File: config.mk
export PLATFORM = sky130hd
export DESIGN_NAME = keypad_idle_battery_supervisor_flat
export DESIGN_NICKNAME = d
export VERILOG_FILES = /design/src/hdl/kibs_pkg.sv /design/src/hdl/kibs_if.sv /design/src/hdl/keypad_idle_battery_supervisor.sv /design/src/hdl/kibs_battery.sv /design/src/flat_wrapper.sv
export SDC_FILE = /design/constraint.sdc
export NUM_CORES = 1
export LEC_CHECK = 0
export ABC_AREA = 1
export BUFFER_PORTS_ARGS = -buffer_cell sky130_fd_sc_hd__buf_4
export CORE_UTILIZATION = 50
export CTS_CLUSTER_DIAMETER = 40
export DETAILED_ROUTE_END_ITERATION = 12
export PLACE_DENSITY = 0.68
export SLEW_MARGIN = 10
export SYNTH_ARGS = -nofsm -noshare
export SYNTH_HDL_FRONTEND = slang
export SYNTH_SLANG_ARGS = --single-unit
File: constraint.sdc
create_clock -name clk_i -period 5.9 [get_ports clk_i]
set_input_delay 1.77 -clock clk_i [delete_from_list [all_inputs] [get_ports clk_i]]
set_output_delay 1.77 -clock clk_i [all_outputs]
set_load 0.03 [all_outputs]
File: src/hdl/kibs_pkg.sv
`default_nettype none

package kibs_pkg;

  localparam int unsigned NUM_BUTTONS = 5;
  localparam int unsigned CFG_IDX_W   = 3;
  localparam int unsigned CFG_DATA_W  = 16;
  localparam int unsigned IDLE_W      = 16;
  localparam int unsigned BRIGHT_W    = 8;
  localparam int unsigned INPUT_BITS  = 16;

  // Register map of the configuration port
  typedef enum logic [CFG_IDX_W-1:0] {
    REG_DIM   = 3'd0,
    REG_OFF   = 3'd1,
    REG_WAKE  = 3'd2,
    REG_FULL  = 3'd3,
    REG_MID   = 3'd4,
    REG_LOW   = 3'd5,
    REG_EMPTY = 3'd6
  } kibs_reg_e;

  localparam logic [1:0] LVL_EMPTY = 2'd0;
  localparam logic [1:0] LVL_LOW   = 2'd1;
  localparam logic [1:0] LVL_MID   = 2'd2;
  localparam logic [1:0] LVL_FULL  = 2'd3;

  localparam logic [IDLE_W-1:0]   DIM_RST    = 16'd200;
  localparam logic [IDLE_W-1:0]   OFF_RST    = 16'd1200;
  localparam logic [BRIGHT_W-1:0] WAKE_RST   = 8'd255;
  localparam logic [BRIGHT_W-1:0] BRIGHT_RST = 8'd255;

  localparam int unsigned FULL_RST  = 4000;
  localparam int unsigned MID_RST   = 3700;
  localparam int unsigned LOW_RST   = 3500;
  localparam int unsigned EMPTY_RST = 3300;

  typedef struct packed {
    logic                  en;
    logic [CFG_IDX_W-1:0]  idx;
    logic [CFG_DATA_W-1:0] data;
  } kibs_cfg_wr_t;

  typedef struct packed {
    logic [1:0] level;
    logic       update;
    logic       shutdown;
  } kibs_bat_stat_t;

  typedef struct packed {
    logic                key_valid;
    logic [2:0]          key_code;
    logic [BRIGHT_W-1:0] display_brightness;
    logic                standby_request;
    logic [1:0]          battery_level;
    logic                level_update;
    logic                low_battery_off;
  } kibs_res_t;

endpackage

`default_nettype wire

File: src/hdl/kibs_if.sv
`default_nettype none

interface kibs_in_if;
  logic        valid;
  logic        ready;
  logic [4:0]  button_mask;
  logic [15:0] battery_sample;

  modport source (output valid, output button_mask, output battery_sample, input ready);
  modport sink   (input valid, input button_mask, input battery_sample, output ready);
endinterface

interface kibs_out_if;
  logic       valid;
  logic       ready;
  logic       key_valid;
  logic [2:0] key_code;
  logic [7:0] display_brightness;
  logic       standby_request;
  logic [1:0] battery_level;
  logic       level_update;
  logic       low_battery_off;

  modport source (
    output valid, output key_valid, output key_code, output display_brightness,
    output standby_request, output battery_level, output level_update,
    output low_battery_off, input ready
  );
  modport sink (
    input valid, input key_valid, input key_code, input display_brightness,
    input standby_request, input battery_level, input level_update,
    input low_battery_off, output ready
  );
endinterface

interface kibs_cfg_if;
  logic        valid;
  logic        ready;
  logic [2:0]  index;
  logic [15:0] data;

  modport source (output valid, output index, output data, input ready);
  modport sink   (input valid, input index, input data, output ready);
endinterface

`default_nettype wire

File: src/hdl/keypad_idle_battery_supervisor.sv
// Datapath: an item passes the input register, then the result register.
// Throughput: one item per cycle; a held result stalls the input only when both
//   registers are full.
// Reset: asynchronous, active low; all but the input and result data registers
//   return to their documented values at once, no clearing pass.
// The configuration port is always ready.
`default_nettype none

module keypad_idle_battery_supervisor #(
  parameter int unsigned SAMPLES_PER_AVERAGE = 10,
  parameter int unsigned SAMPLE_BITS         = 16
) (
  input wire logic   clk_i,
  input wire logic   rst_ni,
  kibs_in_if.sink    in_i,
  kibs_out_if.source res_o,
  kibs_cfg_if.sink   cfg_i
);

  // input register
  logic        s1_valid_q;
  logic [4:0]  s1_mask_q;
  logic [15:0] s1_sample_q;

  logic                    out_valid_q;
  kibs_pkg::kibs_res_t     res_q, res_d;

  logic [15:0] dim_q, off_q;
  logic [7:0]  wake_q;

  logic [2:0]  held_q, held_d;
  logic [15:0] idle_q, idle_d, idle_eff;
  logic [7:0]  bright_q, bright_d;

  logic       adv, in_hold, release_key, single;
  logic [2:0] key_k;
  logic [4:0] held_mask;

  kibs_pkg::kibs_cfg_wr_t   cfg_wr;
  kibs_pkg::kibs_bat_stat_t bat;

  assign adv        = s1_valid_q && (!out_valid_q || res_o.ready);
  assign in_i.ready = !s1_valid_q || adv;
  assign cfg_i.ready = 1'b1;

  assign cfg_wr.en   = cfg_i.valid;
  assign cfg_wr.idx  = cfg_i.index;
  assign cfg_wr.data = cfg_i.data;

  always_ff @(posedge clk_i or negedge rst_ni) begin
    if (!rst_ni) begin
      dim_q  <= kibs_pkg::DIM_RST;
      off_q  <= kibs_pkg::OFF_RST;
      wake_q <= kibs_pkg::WAKE_RST;
    end else if (cfg_wr.en) begin
      case (cfg_wr.idx)
        kibs_pkg::REG_DIM:  dim_q  <= cfg_wr.data;
        kibs_pkg::REG_OFF:  off_q  <= cfg_wr.data;
        kibs_pkg::REG_WAKE: wake_q <= cfg_wr.data[7:0];
        default: ;
      endcase
    end
  end

  always_ff @(posedge clk_i or negedge rst_ni) begin
    if (!rst_ni) begin
      s1_valid_q <= 1'b0;
    end else if (in_i.ready) begin
      s1_valid_q <= in_i.valid;
    end
  end

  always_ff @(posedge clk_i) begin
    if (in_i.ready && in_i.valid) begin
      s1_mask_q   <= in_i.button_mask;
      s1_sample_q <= in_i.battery_sample;
    end
  end

  always_comb begin
    key_k = '0;
    for (int k = 0; k < kibs_pkg::NUM_BUTTONS; k++) begin
      if (s1_mask_q == (5'd1 << k)) begin
        key_k = 3'(k);
      end
    end
  end

  assign single    = $onehot(s1_mask_q);
  assign held_mask = 5'd1 << (held_q - 3'd1);

  always_comb begin
    in_hold     = 1'b0;
    release_key = 1'b0;
    held_d      = held_q;
    if (held_q != 3'd0) begin
      if (s1_mask_q == held_mask) begin
        in_hold = 1'b1;
      end else begin
        release_key = 1'b1;
        held_d      = 3'd0;
      end
    end else if (single) begin
      held_d  = key_k + 3'd1;
      in_hold = 1'b1;
    end
  end

  // the release clears the idle count before the dim and standby checks
  assign idle_eff = release_key ? 16'd0 : idle_q;
  assign idle_d   = (&idle_eff) ? idle_eff : idle_eff + 16'd1;

  always_comb begin
    bright_d = bright_q;
    if (release_key && (idle_q > dim_q)) begin
      bright_d = wake_q;
    end
    if (!in_hold && (idle_eff > dim_q)) begin
      bright_d = '0;
    end
  end

  kibs_battery #(
    .SAMPLES_PER_AVERAGE (SAMPLES_PER_AVERAGE),
    .SAMPLE_BITS         (SAMPLE_BITS)
  ) u_battery (
    .clk_i    (clk_i),
    .rst_ni   (rst_ni),
    .cfg_i    (cfg_wr),
    .step_i   (adv && !in_hold),
    .sample_i (s1_sample_q),
    .stat_o   (bat)
  );

  always_comb begin
    res_d.key_valid          = release_key;
    res_d.key_code           = release_key ? (held_q - 3'd1) : 3'd0;
    res_d.display_brightness = bright_d;
    res_d.standby_request    = !in_hold && (idle_eff > off_q);
    res_d.battery_level      = bat.level;
    res_d.level_update       = bat.update;
    res_d.low_battery_off    = bat.shutdown;
  end

  always_ff @(posedge clk_i or negedge rst_ni) begin
    if (!rst_ni) begin
      held_q      <= '0;
      idle_q      <= '0;
      bright_q    <= kibs_pkg::BRIGHT_RST;
      out_valid_q <= 1'b0;
    end else begin
      if (adv) begin
        held_q   <= held_d;
        idle_q   <= idle_d;
        bright_q <= bright_d;
      end
      if (adv) begin
        out_valid_q <= 1'b1;
      end else if (res_o.ready) begin
        out_valid_q <= 1'b0;
      end
    end
  end

  always_ff @(posedge clk_i) begin
    if (adv) begin
      res_q <= res_d;
    end
  end

  assign res_o.valid              = out_valid_q;
  assign res_o.key_valid          = res_q.key_valid;
  assign res_o.key_code           = res_q.key_code;
  assign res_o.display_brightness = res_q.display_brightness;
  assign res_o.standby_request    = res_q.standby_request;
  assign res_o.battery_level      = res_q.battery_level;
  assign res_o.level_update       = res_q.level_update;
  assign res_o.low_battery_off    = res_q.low_battery_off;

endmodule

`default_nettype wire

File: src/hdl/kibs_battery.sv
`default_nettype none

module kibs_battery #(
  parameter int unsigned SAMPLES_PER_AVERAGE = 10,
  parameter int unsigned SAMPLE_BITS         = 16
) (
  input  wire logic                   clk_i,
  input  wire logic                   rst_ni,
  input  wire kibs_pkg::kibs_cfg_wr_t cfg_i,
  input  wire logic                   step_i,
  input  wire logic [15:0]            sample_i,
  output kibs_pkg::kibs_bat_stat_t    stat_o
);

  localparam int unsigned SW = (SAMPLE_BITS < kibs_pkg::INPUT_BITS) ?
                               SAMPLE_BITS : kibs_pkg::INPUT_BITS;
  localparam int unsigned CW    = $clog2(SAMPLES_PER_AVERAGE + 1);
  localparam int unsigned SUM_W = SW + CW;
  // thresholds are kept pre-multiplied by the sample count
  localparam int unsigned TW    = kibs_pkg::INPUT_BITS + CW;

  localparam logic [TW-1:0] N_T       = TW'(SAMPLES_PER_AVERAGE);
  localparam logic [CW-1:0] N_C       = CW'(SAMPLES_PER_AVERAGE);
  localparam logic [TW-1:0] FULL_LO_R = TW'(kibs_pkg::FULL_RST * SAMPLES_PER_AVERAGE);
  localparam logic [TW-1:0] FULL_HI_R = TW'((kibs_pkg::FULL_RST + 1) * SAMPLES_PER_AVERAGE);
  localparam logic [TW-1:0] MID_LO_R  = TW'(kibs_pkg::MID_RST * SAMPLES_PER_AVERAGE);
  localparam logic [TW-1:0] MID_HI_R  = TW'((kibs_pkg::MID_RST + 1) * SAMPLES_PER_AVERAGE);
  localparam logic [TW-1:0] LOW_LO_R  = TW'(kibs_pkg::LOW_RST * SAMPLES_PER_AVERAGE);
  localparam logic [TW-1:0] LOW_HI_R  = TW'((kibs_pkg::LOW_RST + 1) * SAMPLES_PER_AVERAGE);
  localparam logic [TW-1:0] EMPTY_R   = TW'(kibs_pkg::EMPTY_RST * SAMPLES_PER_AVERAGE);

  logic [TW-1:0] full_lo_q, full_hi_q, mid_lo_q, mid_hi_q, low_lo_q, low_hi_q, empty_q;
  logic [TW-1:0] thr_lo, thr_hi;

  logic [SUM_W-1:0] sum_q, sum_d, sum_new;
  logic [CW-1:0]    cnt_q, cnt_d, cnt_new;
  logic [1:0]       level_q, level_d;
  logic             latch_q, latch_d;
  logic             acc, done, upd;
  logic [TW-1:0]    sx;
  logic gt_full, lt_full, gt_mid, lt_mid, gt_low, lt_low, lt_empty, nz;

  // avg > T  <=>  sum >= (T+1)*N ; avg < T  <=>  sum < T*N
  assign thr_lo = TW'(cfg_i.data) * N_T;
  assign thr_hi = (TW'(cfg_i.data) + TW'(1)) * N_T;

  always_ff @(posedge clk_i or negedge rst_ni) begin
    if (!rst_ni) begin
      full_lo_q <= FULL_LO_R;
      full_hi_q <= FULL_HI_R;
      mid_lo_q  <= MID_LO_R;
      mid_hi_q  <= MID_HI_R;
      low_lo_q  <= LOW_LO_R;
      low_hi_q  <= LOW_HI_R;
      empty_q   <= EMPTY_R;
    end else if (cfg_i.en) begin
      case (cfg_i.idx)
        kibs_pkg::REG_FULL: begin
          full_lo_q <= thr_lo;
          full_hi_q <= thr_hi;
        end
        kibs_pkg::REG_MID: begin
          mid_lo_q <= thr_lo;
          mid_hi_q <= thr_hi;
        end
        kibs_pkg::REG_LOW: begin
          low_lo_q <= thr_lo;
          low_hi_q <= thr_hi;
        end
        kibs_pkg::REG_EMPTY: empty_q <= thr_lo;
        default: ;
      endcase
    end
  end

  assign acc     = step_i && !latch_q;
  assign sum_new = sum_q + SUM_W'(sample_i[SW-1:0]);
  assign cnt_new = cnt_q + CW'(1);
  assign done    = acc && (cnt_new >= N_C);
  assign sx      = TW'(sum_new);

  assign gt_full  = sx >= full_hi_q;
  assign lt_full  = sx <  full_lo_q;
  assign gt_mid   = sx >= mid_hi_q;
  assign lt_mid   = sx <  mid_lo_q;
  assign gt_low   = sx >= low_hi_q;
  assign lt_low   = sx <  low_lo_q;
  assign lt_empty = sx <  empty_q;
  assign nz       = sx >= N_T;

  always_comb begin
    level_d = level_q;
    upd     = 1'b0;
    latch_d = latch_q;
    sum_d   = sum_q;
    cnt_d   = cnt_q;
    if (acc) begin
      sum_d = sum_new;
      cnt_d = cnt_new;
    end
    if (done) begin
      upd = 1'b1;
      if (gt_full) begin
        level_d = kibs_pkg::LVL_FULL;
      end else if (lt_full && gt_mid) begin
        level_d = kibs_pkg::LVL_MID;
      end else if (lt_mid && gt_low) begin
        level_d = kibs_pkg::LVL_LOW;
      end else if (lt_low) begin
        level_d = kibs_pkg::LVL_EMPTY;
      end else begin
        upd = 1'b0;  // average on a threshold or thresholds out of order
      end
      if (nz && lt_empty) begin
        latch_d = 1'b1;
      end else begin
        sum_d = '0;
        cnt_d = '0;
      end
    end
  end

  always_ff @(posedge clk_i or negedge rst_ni) begin
    if (!rst_ni) begin
      sum_q   <= '0;
      cnt_q   <= '0;
      level_q <= kibs_pkg::LVL_FULL;
      latch_q <= 1'b0;
    end else begin
      sum_q   <= sum_d;
      cnt_q   <= cnt_d;
      level_q <= level_d;
      latch_q <= latch_d;
    end
  end

  assign stat_o.level    = level_d;
  assign stat_o.update   = upd;
  assign stat_o.shutdown = latch_d;

endmodule

`default_nettype wire

File: src/flat_wrapper.sv
// flat-port wrapper written by rule: the top's interface ports become plain ports
module keypad_idle_battery_supervisor_flat 
#(
  parameter int unsigned SAMPLES_PER_AVERAGE = 10,
  parameter int unsigned SAMPLE_BITS         = 16
)
  (clk_i, rst_ni, in_i_valid, in_i_button_mask, in_i_battery_sample, in_i_ready, res_o_valid, res_o_key_valid, res_o_key_code, res_o_display_brightness, res_o_standby_request, res_o_battery_level, res_o_level_update, res_o_low_battery_off, res_o_ready, cfg_i_valid, cfg_i_index, cfg_i_data, cfg_i_ready);
  kibs_in_if in_i_i ();
  kibs_out_if res_o_i ();
  kibs_cfg_if cfg_i_i ();
  input wire logic clk_i;
  input wire logic rst_ni;
  input wire logic [$bits(in_i_i.valid)-1:0] in_i_valid;
  input wire logic [$bits(in_i_i.button_mask)-1:0] in_i_button_mask;
  input wire logic [$bits(in_i_i.battery_sample)-1:0] in_i_battery_sample;
  output wire logic [$bits(in_i_i.ready)-1:0] in_i_ready;
  output wire logic [$bits(res_o_i.valid)-1:0] res_o_valid;
  output wire logic [$bits(res_o_i.key_valid)-1:0] res_o_key_valid;
  output wire logic [$bits(res_o_i.key_code)-1:0] res_o_key_code;
  output wire logic [$bits(res_o_i.display_brightness)-1:0] res_o_display_brightness;
  output wire logic [$bits(res_o_i.standby_request)-1:0] res_o_standby_request;
  output wire logic [$bits(res_o_i.battery_level)-1:0] res_o_battery_level;
  output wire logic [$bits(res_o_i.level_update)-1:0] res_o_level_update;
  output wire logic [$bits(res_o_i.low_battery_off)-1:0] res_o_low_battery_off;
  input wire logic [$bits(res_o_i.ready)-1:0] res_o_ready;
  input wire logic [$bits(cfg_i_i.valid)-1:0] cfg_i_valid;
  input wire logic [$bits(cfg_i_i.index)-1:0] cfg_i_index;
  input wire logic [$bits(cfg_i_i.data)-1:0] cfg_i_data;
  output wire logic [$bits(cfg_i_i.ready)-1:0] cfg_i_ready;
  assign in_i_i.valid = in_i_valid;
  assign in_i_i.button_mask = in_i_button_mask;
  assign in_i_i.battery_sample = in_i_battery_sample;
  assign in_i_ready = in_i_i.ready;
  assign res_o_valid = res_o_i.valid;
  assign res_o_key_valid = res_o_i.key_valid;
  assign res_o_key_code = res_o_i.key_code;
  assign res_o_display_brightness = res_o_i.display_brightness;
  assign res_o_standby_request = res_o_i.standby_request;
  assign res_o_battery_level = res_o_i.battery_level;
  assign res_o_level_update = res_o_i.level_update;
  assign res_o_low_battery_off = res_o_i.low_battery_off;
  assign res_o_i.ready = res_o_ready;
  assign cfg_i_i.valid = cfg_i_valid;
  assign cfg_i_i.index = cfg_i_index;
  assign cfg_i_i.data = cfg_i_data;
  assign cfg_i_ready = cfg_i_i.ready;
  keypad_idle_battery_supervisor #(.SAMPLES_PER_AVERAGE(SAMPLES_PER_AVERAGE), .SAMPLE_BITS(SAMPLE_BITS)) u_core (.clk_i(clk_i), .rst_ni(rst_ni), .in_i(in_i_i), .res_o(res_o_i), .cfg_i(cfg_i_i));
endmodule
# Yosys cells after proc, flatten, opt, wreduce, memory -nomap -nowiden
# Cells that the tools add are included.
[word_totals]
register_bits = 267
word_cells = 131
out_inout_bits = 20
[classes]
n_lt_le_gt_ge = 12
n_addsub = 10
n_mux = 35
mul = 2
reduce_logical = 30
eq_ne = 13
shift = 1
[op_table]
columns = ["operator", "count"]
rows = [
  ["$lt A20 B20 Y1", 4],
  ["$ge A20 B20 Y1", 3],
  ["$mux W20", 3],
  ["$gt A16 B16 Y1", 3],
  ["$mux W16", 2],
  ["$add A20 B16 Y20", 1],
  ["$ge A20 B4 Y1 const B", 1],
  ["$mul A16 B3 Y19 const B", 1],
  ["$mul A17 B3 Y19 const B", 1],
  ["$add A16 B1 Y17 const B", 1],
  ["$add A16 B1 Y16 const B", 1],
  ["$mux W8", 2],
  ["$reduce_and A16 Y1", 1],
  ["$mux W1", 14],
  ["$mux W2", 7],
  ["$reduce_and A2 Y1", 7],
  ["$mux W3", 4],
  ["$mux W4", 3],
  ["$logic_and A1 B1 Y1", 11],
  ["$eq A3 B3 Y1 const B", 3],
  ["$eq A3 B1 Y1 const B", 2],
  ["$eq A3 B2 Y1 const B", 2],
  ["$eq A5 B2 Y1 const B", 1],
  ["$eq A5 B3 Y1 const B", 1],
  ["other kinds (18)", 24],
]

# Logic depth before layout (Yosys ltp)
# Gate-level depths: netlist (run 1).
[logic_depth]
ltp_word = 12
mapped_depth = 27
ltp_nobuf = 27

# Cells and area by module
# Synthesis (run 1) repeated with hierarchy kept, for this count alone.
[hier_totals]
cells_unflattened = 2273
area_unflattened_um2 = 18579.1
[by_module_without_submodules]
columns = ["mod", "seq_area_each_um2", "cells_each", "area_each_um2", "instances"]
rows = [
  ["kibs_battery", 4052.6, 1569, 12310.6, 1],
  ["keypad_idle_battery_supervisor", 2896.5, 704, 6268.5, 1],
]

# Least setup slack after synthesis (run 1)
# OpenSTA, ideal clock, no wires.
[synth_timing]
path_kind = "input port to flip-flop"
from = "input cfg_i_data[1]"
to = "register u_core.u_battery.low_hi_q[18]"
t_required_ns = 5.770
setup_slack_ns = 1.174
stages = 18
arrival_ns = 4.596
setup_ns = 0.130
cell_sequence = "inv_1 nor4_1 nand3_1 nor4_2 inv_1 nor2_1 nand2_1 xor2_1 inv_1 ha_1 ha_1 inv_1 nor4_1 nand2_1 o21ai_0 nand2_1 nand3_1 o21ai_0"
[synth_via]
elab_chain_cells = 2
[synth_rtl]
columns = ["element", "line_no", "rtl"]
rows = [
  ["from (decl)", "flat_wrapper.sv:28", "input wire logic [$bits(cfg_i_i.data)-1:0] cfg_i_data;"],
  ["$add A16 B1 Y17", "kibs_battery.sv:45", "assign thr_hi = (TW'(cfg_i.data) + TW'(1)) * N_T;"],
  ["$mul A17 B3 Y19", "kibs_battery.sv:45", ""],
  ["to (signal assigned)", "kibs_battery.sv:68", "low_hi_q <= thr_hi;"],
  ["to (decl)", "kibs_battery.sv:32", "logic [TW-1:0] full_lo_q, full_hi_q, mid_lo_q, mid_hi_q, low_lo_q, low_hi_q, empty_q;"],
]
# No other way between the ends.
# A chain may end at the register's enable or synchronous reset.

# Worst setup path after layout (run 1)
[layout_timing]
from = "input cfg_i_data[1]"
to = "register u_core.u_battery.mid_hi_q[18]"
[layout_via]
elab_chain_cells = 2
[layout_rtl]
columns = ["element", "line_no", "rtl"]
rows = [
  ["$add A16 B1 Y17", "kibs_battery.sv:45", ""],
  ["$mul A17 B3 Y19", "kibs_battery.sv:45", ""],
  ["to (signal assigned)", "kibs_battery.sv:64", "mid_hi_q <= thr_hi;"],
  ["to (decl)", "kibs_battery.sv:32", ""],
]
# No other way between the ends.

==> results.toml, run 1 <==
[run_status]
status = "finished, final reports clean"

[floorplanning]
start_util = 0.5087
coreArea_sq_mm = 0.03670
ioPinCount = 65
die_h_microns = 195.2
die_w_microns = 195.2
num_rows = 70
die-area_sq_mm = 0.03811

[global_routing]
antenna_found_initial = 1
overflow = 0
grt_pass1_vias = 15733
grt_pass1_wl_microns = 80750
grt_max_degree = 101
grt.total_usage = 0.2660

[timing]
layout_min_cycle_time_ns = 5.090
rsz0062_at_grt = "no"
worstMarginPinSlew_ns = 0.9774
fmax_mhz = 196.5
final_hold_viol_count = 0
setup_viol_count_final = 0
setup_ws_ns = 0.8098
setup_tns_ns = 0
min_period_over_period = 0.8627
slew_headroom = 0.3477
slew_violations = 0
finClkSkew_ns = 0.02067

[finish]
drive_gt1_frac = 0.1230
post-route-cell-area_sq_mm = 0.02137
final_net_count = 2744
syn_to_final_growth_pct = 14.49

[logic_synthesis]
synth_edf_count = 38
netlist.area_leader.share = 0.2238
yosysMostFrequentCell = "nand2_1"
synth_top_flop_cell = "dfrtp_1"
synth_top_area_cell = "dfrtp_1"
yosysWarnings = 0
syn_nets = 2662
netlist_instances = 2348
synth-seq-cells = 267
synth-seq-area-share = 0.3722
synth_area_leaders = "dfrtp_1 22%, ha_1 18%, nand2_1 12%, dfstp_2 8.7%, inv_1 7.1%"
netlist_area_sq_mm = 0.01867
synth_commonest_cells = "578 x nand2_1, 351 x inv_1, 264 x ha_1"
async_flop_share = 0.8577
ys_types = 58
syn_avg_cell_area_sq_um = 7.951

[routing]
wire_per_inst_microns = 16.81
drt_iter0_markers = 1005
drc = 0
ant_nets = 0
drt-total-wl_microns = 49440
drt-vias-per-instance = 5.434
first_pass_iters = 7
vias = 15982

[critical_path]
cp-start-kind = "primary input"
cp.depth = 19
r2r_cells = 18
cp_max_fo = 8
path_class = "primary input to flip-flop"
crit_buf_inv = 5
cpMostUsedCell = "inv_1"
regToRegSetupSlack_ns = 1.15
reg2reg_from = "u_core.s1_sample_q[0]$_DFFE_PP_"
worstPathArrival_ns = 5.49
crit_family = "simple AND/OR/NAND/NOR gates"
critPathMaxStageDelay_ns = 0.60
cp_cell_sequence = "buf_4 > inv_1 > nor4_1 > nand3_1 > nor4_2 > inv_1 > nor2_1 > nand2_1 > xor2_1 > inv_1 > ha_1 > ha_1 > inv_1 > nor4_1 > nand2_1 > o21ai_0 > nand2_1 > nand3_1 > o21ai_0"
worstPathRequired_ns = 6.30
slowest_stage = "nor4_1"
cp-end-kind = "flip-flop"
r2r_end = "u_core.res_o.low_battery_off$_DFFE_PP_"

[clock_network]
path_clk_slew_ns = 0.06
cts_tree = "yes"
numCtsBuffers = 50
cts-root-buf = "clkbuf_16"
htree_num_levels = 2
cts_sinks = 267
postCtsSetupBuffers = 0
cts.path.max_buffers = 3
cts_hold_buf = 0
clkLatencyLatePin_ns = 0.58
cts.repair.resized = 0

[power_and_ir_drop]
peakVddDrop_v = 0.0002847
p_leak_nw = 11.05
fin_total_pwr_mw = 7.576
cellPowerDensity_mw_per_mm2 = 354.4

[placement]
gp_congestion = 0.8920
place_area_sq_mm = 0.01963
post-dp-hpwl_microns = 36940
port_buffers = 63
preCtsSetupSlack_ns = 0.2942

[min_path]
min_from = "u_core.bright_q[3]$_DFFE_PN1P_"
whs_path_depth = 2
worstHoldPathType = "flip-flop to flip-flop"
whs_endpoint = "u_core.bright_q[3]$_DFFE_PN1P_"

[run]
cap_violations = 0
-- area by class of cell --
cell class,instances,area (sq um)
Timing Repair Buffer,80,620.6
Inverter,361,1355
Tap cell,468,585.6
Sequential cell,267,6949
Antenna cell,1,2.502
Multi-Input combinational cell,1670,10120
Clock buffer,55,1334
Clock inverter,39,405.4
Fill cell,3330,15320
-- how the worst max path moves through the flow --
| stage | to | slack [ns] | startpoint |
|---|---|---|---|
| detailed placement | u_core.u_battery.mid_hi_q[18]$_DFFE_PN0P_ | 0.29 | cfg_i_data[1] |
| global route | u_core.u_battery.mid_hi_q[18]$_DFFE_PN0P_ | 0.22 | cfg_i_data[1] |
| global placement | u_core.u_battery.mid_hi_q[18]$_DFFE_PN0P_ | 0.37 | cfg_i_data[1] |
| CTS | u_core.u_battery.mid_hi_q[18]$_DFFE_PN0P_ | 0.83 | cfg_i_data[1] |
| floorplan | u_core.u_battery.low_hi_q[18]$_DFFE_PN0P_ | 1.17 | cfg_i_data[1] |
| finish | u_core.u_battery.mid_hi_q[18]$_DFFE_PN0P_ | 0.81 | cfg_i_data[1] |
-- layout by cell type (no fill, tap or decap), types with 5 or more instances in the layout --
| cell type | synthesis | layout |
|---|---|---|
| dfstp_2 | 62 | 62 |
| ha_1 | 264 | 264 |
| nand3_1 | 112 | 111 |
| nand2_1 | 578 | 577 |
| fa_1 | 5 | 5 |
| xnor2_1 | 13 | 13 |
| a211oi_1 | 5 | 5 |
| inv_2 | 8 | 8 |
| nor2_2 | 9 | 9 |
| o211ai_1 | 8 | 8 |
| inv_1 | 351 | 351 |
| nand3b_1 | 5 | 5 |
| a21oi_1 | 137 | 137 |
| and3_1 | 8 | 8 |
| edfxtp_1 | 38 | 38 |
| nand4_1 | 47 | 47 |
| clkbuf_16 | 0 | 53 |
| nor3_1 | 13 | 13 |
| nand3_2 | 11 | 12 |
| xor2_1 | 34 | 34 |
| buf_4 | 3 | 78 |
| clkinvlp_4 | 0 | 8 |
| dfrtp_1 | 167 | 167 |
| or2_2 | 18 | 18 |
| nand2_2 | 12 | 13 |
| inv_6 | 0 | 17 |
| nor2_1 | 110 | 110 |
| o21ai_0 | 233 | 233 |
| clkinv_2 | 0 | 5 |
| nor4_1 | 5 | 5 |
-- flip-flops by register name (all words and copies together) (netlist names), 16 cells and up --
| register | count |
|---|---|
| u_core.u_battery.sum_q | 20 |
| u_core.u_battery.empty_q | 19 |
| u_core.u_battery.full_hi_q | 19 |
| u_core.u_battery.full_lo_q | 19 |
| u_core.u_battery.low_hi_q | 19 |
| u_core.u_battery.low_lo_q | 19 |
| u_core.u_battery.mid_hi_q | 19 |
| u_core.u_battery.mid_lo_q | 19 |
| u_core.dim_q | 16 |
| u_core.idle_q | 16 |
| u_core.off_q | 16 |
| u_core.s1_sample_q | 16 |
-- cells by family (layout without fill, tap and decap cells) --
logic type / after synthesis / after routing / synth area share
and+or+nand+nor: 938 / 938 / 0.2188
AOI/OAI and AO/OA: 414 / 414 / 0.1176
buffers and inverters: 411 / 535 / 0.08599
adders and majority gates: 269 / 269 / 0.1823
DFF: 267 / 267 / 0.3722
xor gates and xnor gates: 48 / 48 / 0.02292
other: 1 / 2 / 0.0002009
-- metrics by stage --
stage / utilization / hold slack [ns] / std cells
3_5_place_dp: 0.5350 / 0.4590 / 2846
4_1_cts: 0.5824 / 0.4697 / 2940
2_1_floorplan: - / 0.4453 / 2348
3_3_place_gp: 0.5350 / 0.4560 / 2846
5_1_grt: 0.5824 / 0.4854 / 2940
6_report: 0.5824 / 0.4692 / 2941
-- tightest hold or removal path, delay by kind of cell, from the launching register on --
kind,cells,cell delay (ns)
DFF,1,0.36
and+or+nand+nor,2,0.10
-- metal layers --
metal  track usage  up-vias  routed length [microns]
met4        0.1024        0                     1648
met3       0.04059      107                     2665
met2        0.4474      415                    23140
met5             0        -                        0
li1              -     7915                        -
met1        0.3445     7545                    21990
-- report_power, final --
part	switching [mW]	internal (mW)	leakage [nW]
logic	1.37	0.748	7.08
registers	0.196	2.31	3.13
clock network	1.10	1.85	0.836
Note: power is estimated with default switching activity, not from simulation.
==> inputs of run 2 (changes only) <==
Settings changed: CORE_ASPECT_RATIO set to 0.5.
==> results.toml, run 2 (synthesized netlist as in run 1, its figures left out) <==
[run_status]
status = "finished, final reports clean"

[critical_path]
cp_max_fo = 8
cp_cell_sequence = "buf_4 > inv_1 > nor4_1 > nand3_1 > nor2_1 > xor2_1 > inv_1 > ha_1 > ha_1 > nand2_1 > nor3_1 > nand2_1 > nand2_1 > a21boi_0 > o21ai_0 > nand2_1 > nor2_1 > nor2_1 > xnor2_1 > nand2_1 > nand2_1"
reg2reg_from = "u_core.s1_sample_q[0]$_DFFE_PP_"
cp-end-kind = "flip-flop"
cpMostUsedCell = "nand2_1"
slowest_stage = "nor4_1"
critPathMaxStageDelay_ns = 0.56
worstPathRequired_ns = 6.37
worstPathArrival_ns = 5.41
path_class = "primary input to flip-flop"
crit_start = "cfg_i_data[1]"
cp-start-kind = "primary input"

[global_routing]
met3_usage = 0.05177
antenna_found_initial = 0
use_met1 = 0.3785
grt_pass1_wl_microns = 78560
met2_usage = 0.3914
grt_max_degree = 96
grt.total_usage = 0.2599
grt-busiest-layer = "met2"
grt_pass1_vias = 14960
overflow = 0

[timing]
slew_headroom = 0.3155
setup_tns_ns = 0
final_hold_viol_count = 0
hold_ws_ns = 0.4681
min_period_over_period = 0.8371
slew_violations = 0
finClkSkew_ns = 0.01707
layout_min_cycle_time_ns = 4.939
worstMarginPinSlew_ns = 1.024
setup_viol_count_final = 0
rsz0062_at_grt = "no"
fmax_mhz = 202.5
setup_ws_ns = 0.9612

[finish]
syn_to_final_growth_pct = 11.67
seqCellArea_sq_mm = 0.006949
n_antenna_cell = 0
final_cell_mix = "576 x nand2_1, 351 x inv_1, 264 x ha_1"
largest-register = "u_core.u_battery.sum_q"
n_fill_cell = 3355
drive_gt1_frac = 0.1111
final_net_count = 2729
largest_reg_flops = 20
multi_input_area_sq_mm = 0.01012
final_common_cell = "nand2_1"

[clock_network]
path_clk_slew_ns = 0.06
cts.repair.resized = 0
numCtsBuffers = 35
cts-root-buf = "clkbuf_16"
cts_hold_buf = 0
clkLatencyLatePin_ns = 0.54
cts_tree = "yes"
cts_sinks = 267
postCtsSetupBuffers = 0
htree_num_levels = 2
cts.path.max_buffers = 3

[run]
cap_violations = 0

[floorplanning]
start_util = 0.5135
coreArea_sq_mm = 0.03636
num_rows = 49
die_h_microns = 138.6
ioPinCount = 65
die_w_microns = 275.3
die-area_sq_mm = 0.03816

[power_and_ir_drop]
peakVddDrop_v = 0.0001996
p_leak_nw = 10.80
cellPowerDensity_mw_per_mm2 = 327.8

[routing]
vias = 15476
drc = 0
drt-vias-per-instance = 5.293
drt_iter0_markers = 1127
drt-total-wl_microns = 47670
ant_nets = 0
wire_per_inst_microns = 16.30
first_pass_iters = 5

[placement]
gp_congestion = 0.9186
preCtsSetupSlack_ns = 0.4589
port_buffers = 63
post-dp-hpwl_microns = 36040

[min_path]
worstHoldPathType = "flip-flop to flip-flop"
min_from = "u_core.bright_q[6]$_DFFE_PN1P_"
run 2: worst paths after layout:
kind | end | slack (ns) | depth (start not counted)
hold reg to reg | u_core.bright_q[6]$_DFFE_PN1P_ | 0.47 | 2
max in group asynchronous | u_core.u_battery.full_hi_q[3]$_DFFE_PN1P_ | 3.59 | 2
setup reg to reg | u_core.res_o.low_battery_off$_DFFE_PP_ | 1.55 | 18
min in group asynchronous | u_core.idle_q[14]$_DFFE_PN0P_ | 1.29 | 1
setup / recovery | u_core.u_battery.full_hi_q[19]$_DFFE_PN0P_ | 0.96 | 21
hold / removal | u_core.bright_q[6]$_DFFE_PN1P_ | 0.47 | 2
run 2: layout make-up:
| type | count | share of cell area |
|---|---|---|
| multi-input combinational | 1670 | 0.4857 |
| sequential | 267 | 0.3333 |
| inverter | 361 | 0.06500 |
| clock buffer | 46 | 0.04843 |
| timing repair buffer | 80 | 0.02917 |
| tap | 484 | 0.02905 |
| clock inverter | 16 | 0.009363 |
run 2: report_power, final:
part / internal, mW / leakage (nW) / switching, mW
clock: 1.35 / 0.591 / 0.875
sequential: 2.31 / 3.13 / 0.198
combinational: 0.743 / 7.07 / 1.35
total: 4.41 / 10.8 / 2.43
run 2: per-stage QoR:
step           cell area (sq um)    util  cells  total power, mW
3_3_place_gp               19640  0.5403   2862            4.551
3_5_place_dp               19640  0.5403   2862            4.611
5_1_grt                    20850  0.5734   2924            7.319
6_report                   20850  0.5734   2924            6.834
4_1_cts                    20850  0.5734   2924            6.870
2_1_floorplan              18670       -   2348            4.007
run 2: routing by layer:
metal | routed length [microns] | up-vias
met3 | 3119 | 67
met2 | 20070 | 396
met1 | 23260 | 7140
li1 | - | 7873
met4 | 1225 | 0
met5 | 0 | -
run 2: critical path, delay by kind of cell:
family | cells | cell delay, ns
buffers and inverters | 3 | 0.33
xor gates and xnor gates | 2 | 0.40
AOI/OAI and AO/OA | 2 | 0.48
adders and majority gates | 2 | 0.63
and+or+nand+nor | 12 | 1.80
==> inputs of run 3 (changes only) <==
Clock period 5.9 ns to 4.6 ns, I/O delays scaled along.
==> results.toml, run 3 (synthesized netlist as in run 1, its figures left out) <==
[run_status]
status = "finished, final reports clean"

[timing]
worstMarginPinSlew_ns = 1.048
min_period_over_period = 0.9028
hold_ws_ns = 0.4685
setup_viol_count_final = 0
rsz0062_at_grt = "no"
slew_violations = 0
fmax_mhz = 240.8
slew_headroom = 0.2995
layout_min_cycle_time_ns = 4.153
finClkSkew_ns = 0.02848
final_hold_viol_count = 0

[floorplanning]
die-area_sq_mm = 0.03816
die_h_microns = 138.6
num_rows = 49
start_util = 0.5135
die_w_microns = 275.3
coreArea_sq_mm = 0.03636
ioPinCount = 65

[finish]
drive_gt1_frac = 0.1241
utilization = 0.5816
final_net_count = 2760
final_cell_mix = "576 x nand2_1, 351 x inv_1, 264 x ha_1"
seqCellArea_sq_mm = 0.006949
multi_input_area_sq_mm = 0.01013
final_common_cell = "nand2_1"
syn_to_final_growth_pct = 13.26
largest_reg_flops = 20
largest-register = "u_core.u_battery.sum_q"
n_fill_cell = 3288

[critical_path]
path_class = "primary input to flip-flop"
worstPathRequired_ns = 4.97
crit_buf_inv = 3
cp-start-kind = "primary input"
cpMostUsedCell = "nand3_1"
r2r_end = "u_core.res_o.battery_level[0]$_DFFE_PP_"
crit_family = "simple AND/OR/NAND/NOR gates"
reg2reg_from = "u_core.s1_sample_q[0]$_DFFE_PP_"
worstPathArrival_ns = 4.52
slowest_stage = "fa_1"
cp-end-kind = "flip-flop"
critPathMaxStageDelay_ns = 0.40
cp_max_fo = 9
cp_cell_sequence = "buf_4 > inv_2 > buf_4 > nor3_1 > xor2_1 > ha_1 > ha_1 > fa_1 > nand3_1 > nand2_1 > nand2_1 > nand2_1 > a21oi_1 > o21ai_0 > nand3_1 > nand2_1 > nand3_1 > nand3_1 > nand3_1 > o21ai_0"
r2r_cells = 24
regToRegSetupSlack_ns = 0.47

[min_path]
min_from = "u_core.bright_q[7]$_DFFE_PN1P_"
whs_endpoint = "u_core.bright_q[7]$_DFFE_PN1P_"
whs_path_depth = 2
worstHoldPathType = "flip-flop to flip-flop"

[routing]
vias = 15724
drc = 0
drt-total-wl_microns = 48040
wire_per_inst_microns = 16.23
drt_iter0_markers = 1149
first_pass_iters = 5
ant_nets = 0
drt-vias-per-instance = 5.314

[placement]
post-dp-hpwl_microns = 35850
gp_congestion = 0.9213
port_buffers = 63

[power_and_ir_drop]
p_leak_nw = 10.98
combPwrFrac = 0.310
peakVddDrop_v = 0.0002510
seqPwrFrac = 0.363
switching_power_mw = 3.148
intPower_mw = 5.704
p_clk_frac = 0.327
cellPowerDensity_mw_per_mm2 = 418.7
p_sw_frac = 0.3556

[global_routing]
grt.total_usage = 0.2597
grt_pass1_wl_microns = 78810
grt_max_degree = 122
antenna_found_initial = 0
overflow = 0
grt_pass1_vias = 15021

[clock_network]
cts-root-buf = "clkbuf_16"
path_clk_slew_ns = 0.06
clkLatencyLatePin_ns = 0.54
cts_tree = "yes"
postCtsSetupBuffers = 0
cts.path.max_buffers = 3
numCtsBuffers = 36
cts_sinks = 267
htree_num_levels = 2

[run]
cap_violations = 0
## run 3: cell types whose count changed in the layout (fill, tap and decap cells not counted), moves of 2 or more
cell,previous run,this run
buf_4,79,107
clkinv_2,2,6
inv_6,7,3
inv_8,0,3
buf_12,0,2
clkbuf_1,4,2
## run 3: worst max path at each step
| stage | from | to | slack [ns] | cells after the start |
|---|---|---|---|---|
| final | cfg_i_data[0] | u_core.u_battery.mid_hi_q[16]$_DFFE_PN0P_ | 0.45 | 20 |
| after global routing | cfg_i_data[0] | u_core.u_battery.full_hi_q[18]$_DFFE_PN0P_ | 0.07 | 19 |
| after CTS | cfg_i_data[0] | u_core.u_battery.full_hi_q[18]$_DFFE_PN0P_ | 0.44 | 19 |
| after detailed placement | cfg_i_data[0] | u_core.u_battery.full_hi_q[18]$_DFFE_PN0P_ | -0.1 | 19 |
| after global placement | cfg_i_data[0] | u_core.u_battery.full_hi_q[18]$_DFFE_PN0P_ | -0.03 | 19 |
| after floorplan | cfg_i_data[1] | u_core.u_battery.low_hi_q[18]$_DFFE_PN0P_ | 0.26 | 18 |
## run 3: area by class of cell
class                   count  area share
multi-input cells        1670      0.4791
diodes                      1   0.0001184
clock buffers              46     0.04923
repair buffers            110     0.04059
well taps                 484     0.02864
clock inverters            20    0.009527
inverters                 361     0.06409
flip-flops and latches    267      0.3287
## run 3: power by group through the flow
stage | logic [mW] | clock network (mW) | registers, mW
3_3_place_gp | 2.65 | 0 | 3.23
5_1_grt | 3.16 | 3.04 | 3.27
3_5_place_dp | 2.73 | 0 | 3.24
4_1_cts | 2.75 | 2.95 | 3.21
6_report | 2.75 | 2.89 | 3.21
2_1_floorplan | 1.88 | 0 | 3.26
## run 3: worst register-to-register path: stages (launching register included)
cell	delay, ns
edfxtp_1	0.42
ha_1	0.26
fa_1	0.49
nand3_1	0.11
nand3_1	0.15
nand2_1	0.10
nand2_1	0.11
nand3_1	0.13
nand3_1	0.08
nand2_1	0.12
inv_1	0.09
buf_4	0.18
ha_1	0.32
nand2_1	0.06
nor2_1	0.17
nand4_1	0.19
a211o_1	0.31
nand4_1	0.13
nand2_1	0.06
inv_1	0.05
nand2_1	0.09
nand2_1	0.08
nand2_1	0.05
nand2_1	0.07
nand2_1	0.07
## run 3: timing repair
| item | CTS | global route |
|---|---|---|
| resized for setup | 0 | 2 |
| setup endpoints to repair | 0 | 3 |
| hold buffers | 0 | 0 |
## run 3: metal layers
layer  GRT usage  vias up  wire length [microns]
li1            -     7929                      -
met1      0.3936     7381                  24040
met2      0.3986      366                  20840
met3     0.02978       48                   2465
met4     0.05118        0                    690
met5           0        -                      0
## run 3: stage by stage
| step | std cells | cell area [sq um] | setup slack (ns) | setup TNS (ns) | power [mW] |
|---|---|---|---|---|---|
| 4_1_cts | 2958 | 21140 | 0.4423 | 0 | 8.899 |
| 6_report | 2959 | 21140 | 0.4470 | 0 | 8.852 |
| 2_1_floorplan | 2348 | 18670 | 0.2637 | 0 | 5.139 |
| 5_1_grt | 2958 | 21140 | 0.06559 | 0 | 9.469 |
| 3_3_place_gp | 2892 | 19890 | -0.02524 | -0.05246 | 5.887 |
| 3_5_place_dp | 2892 | 19890 | -0.09688 | -0.3801 | 5.965 |
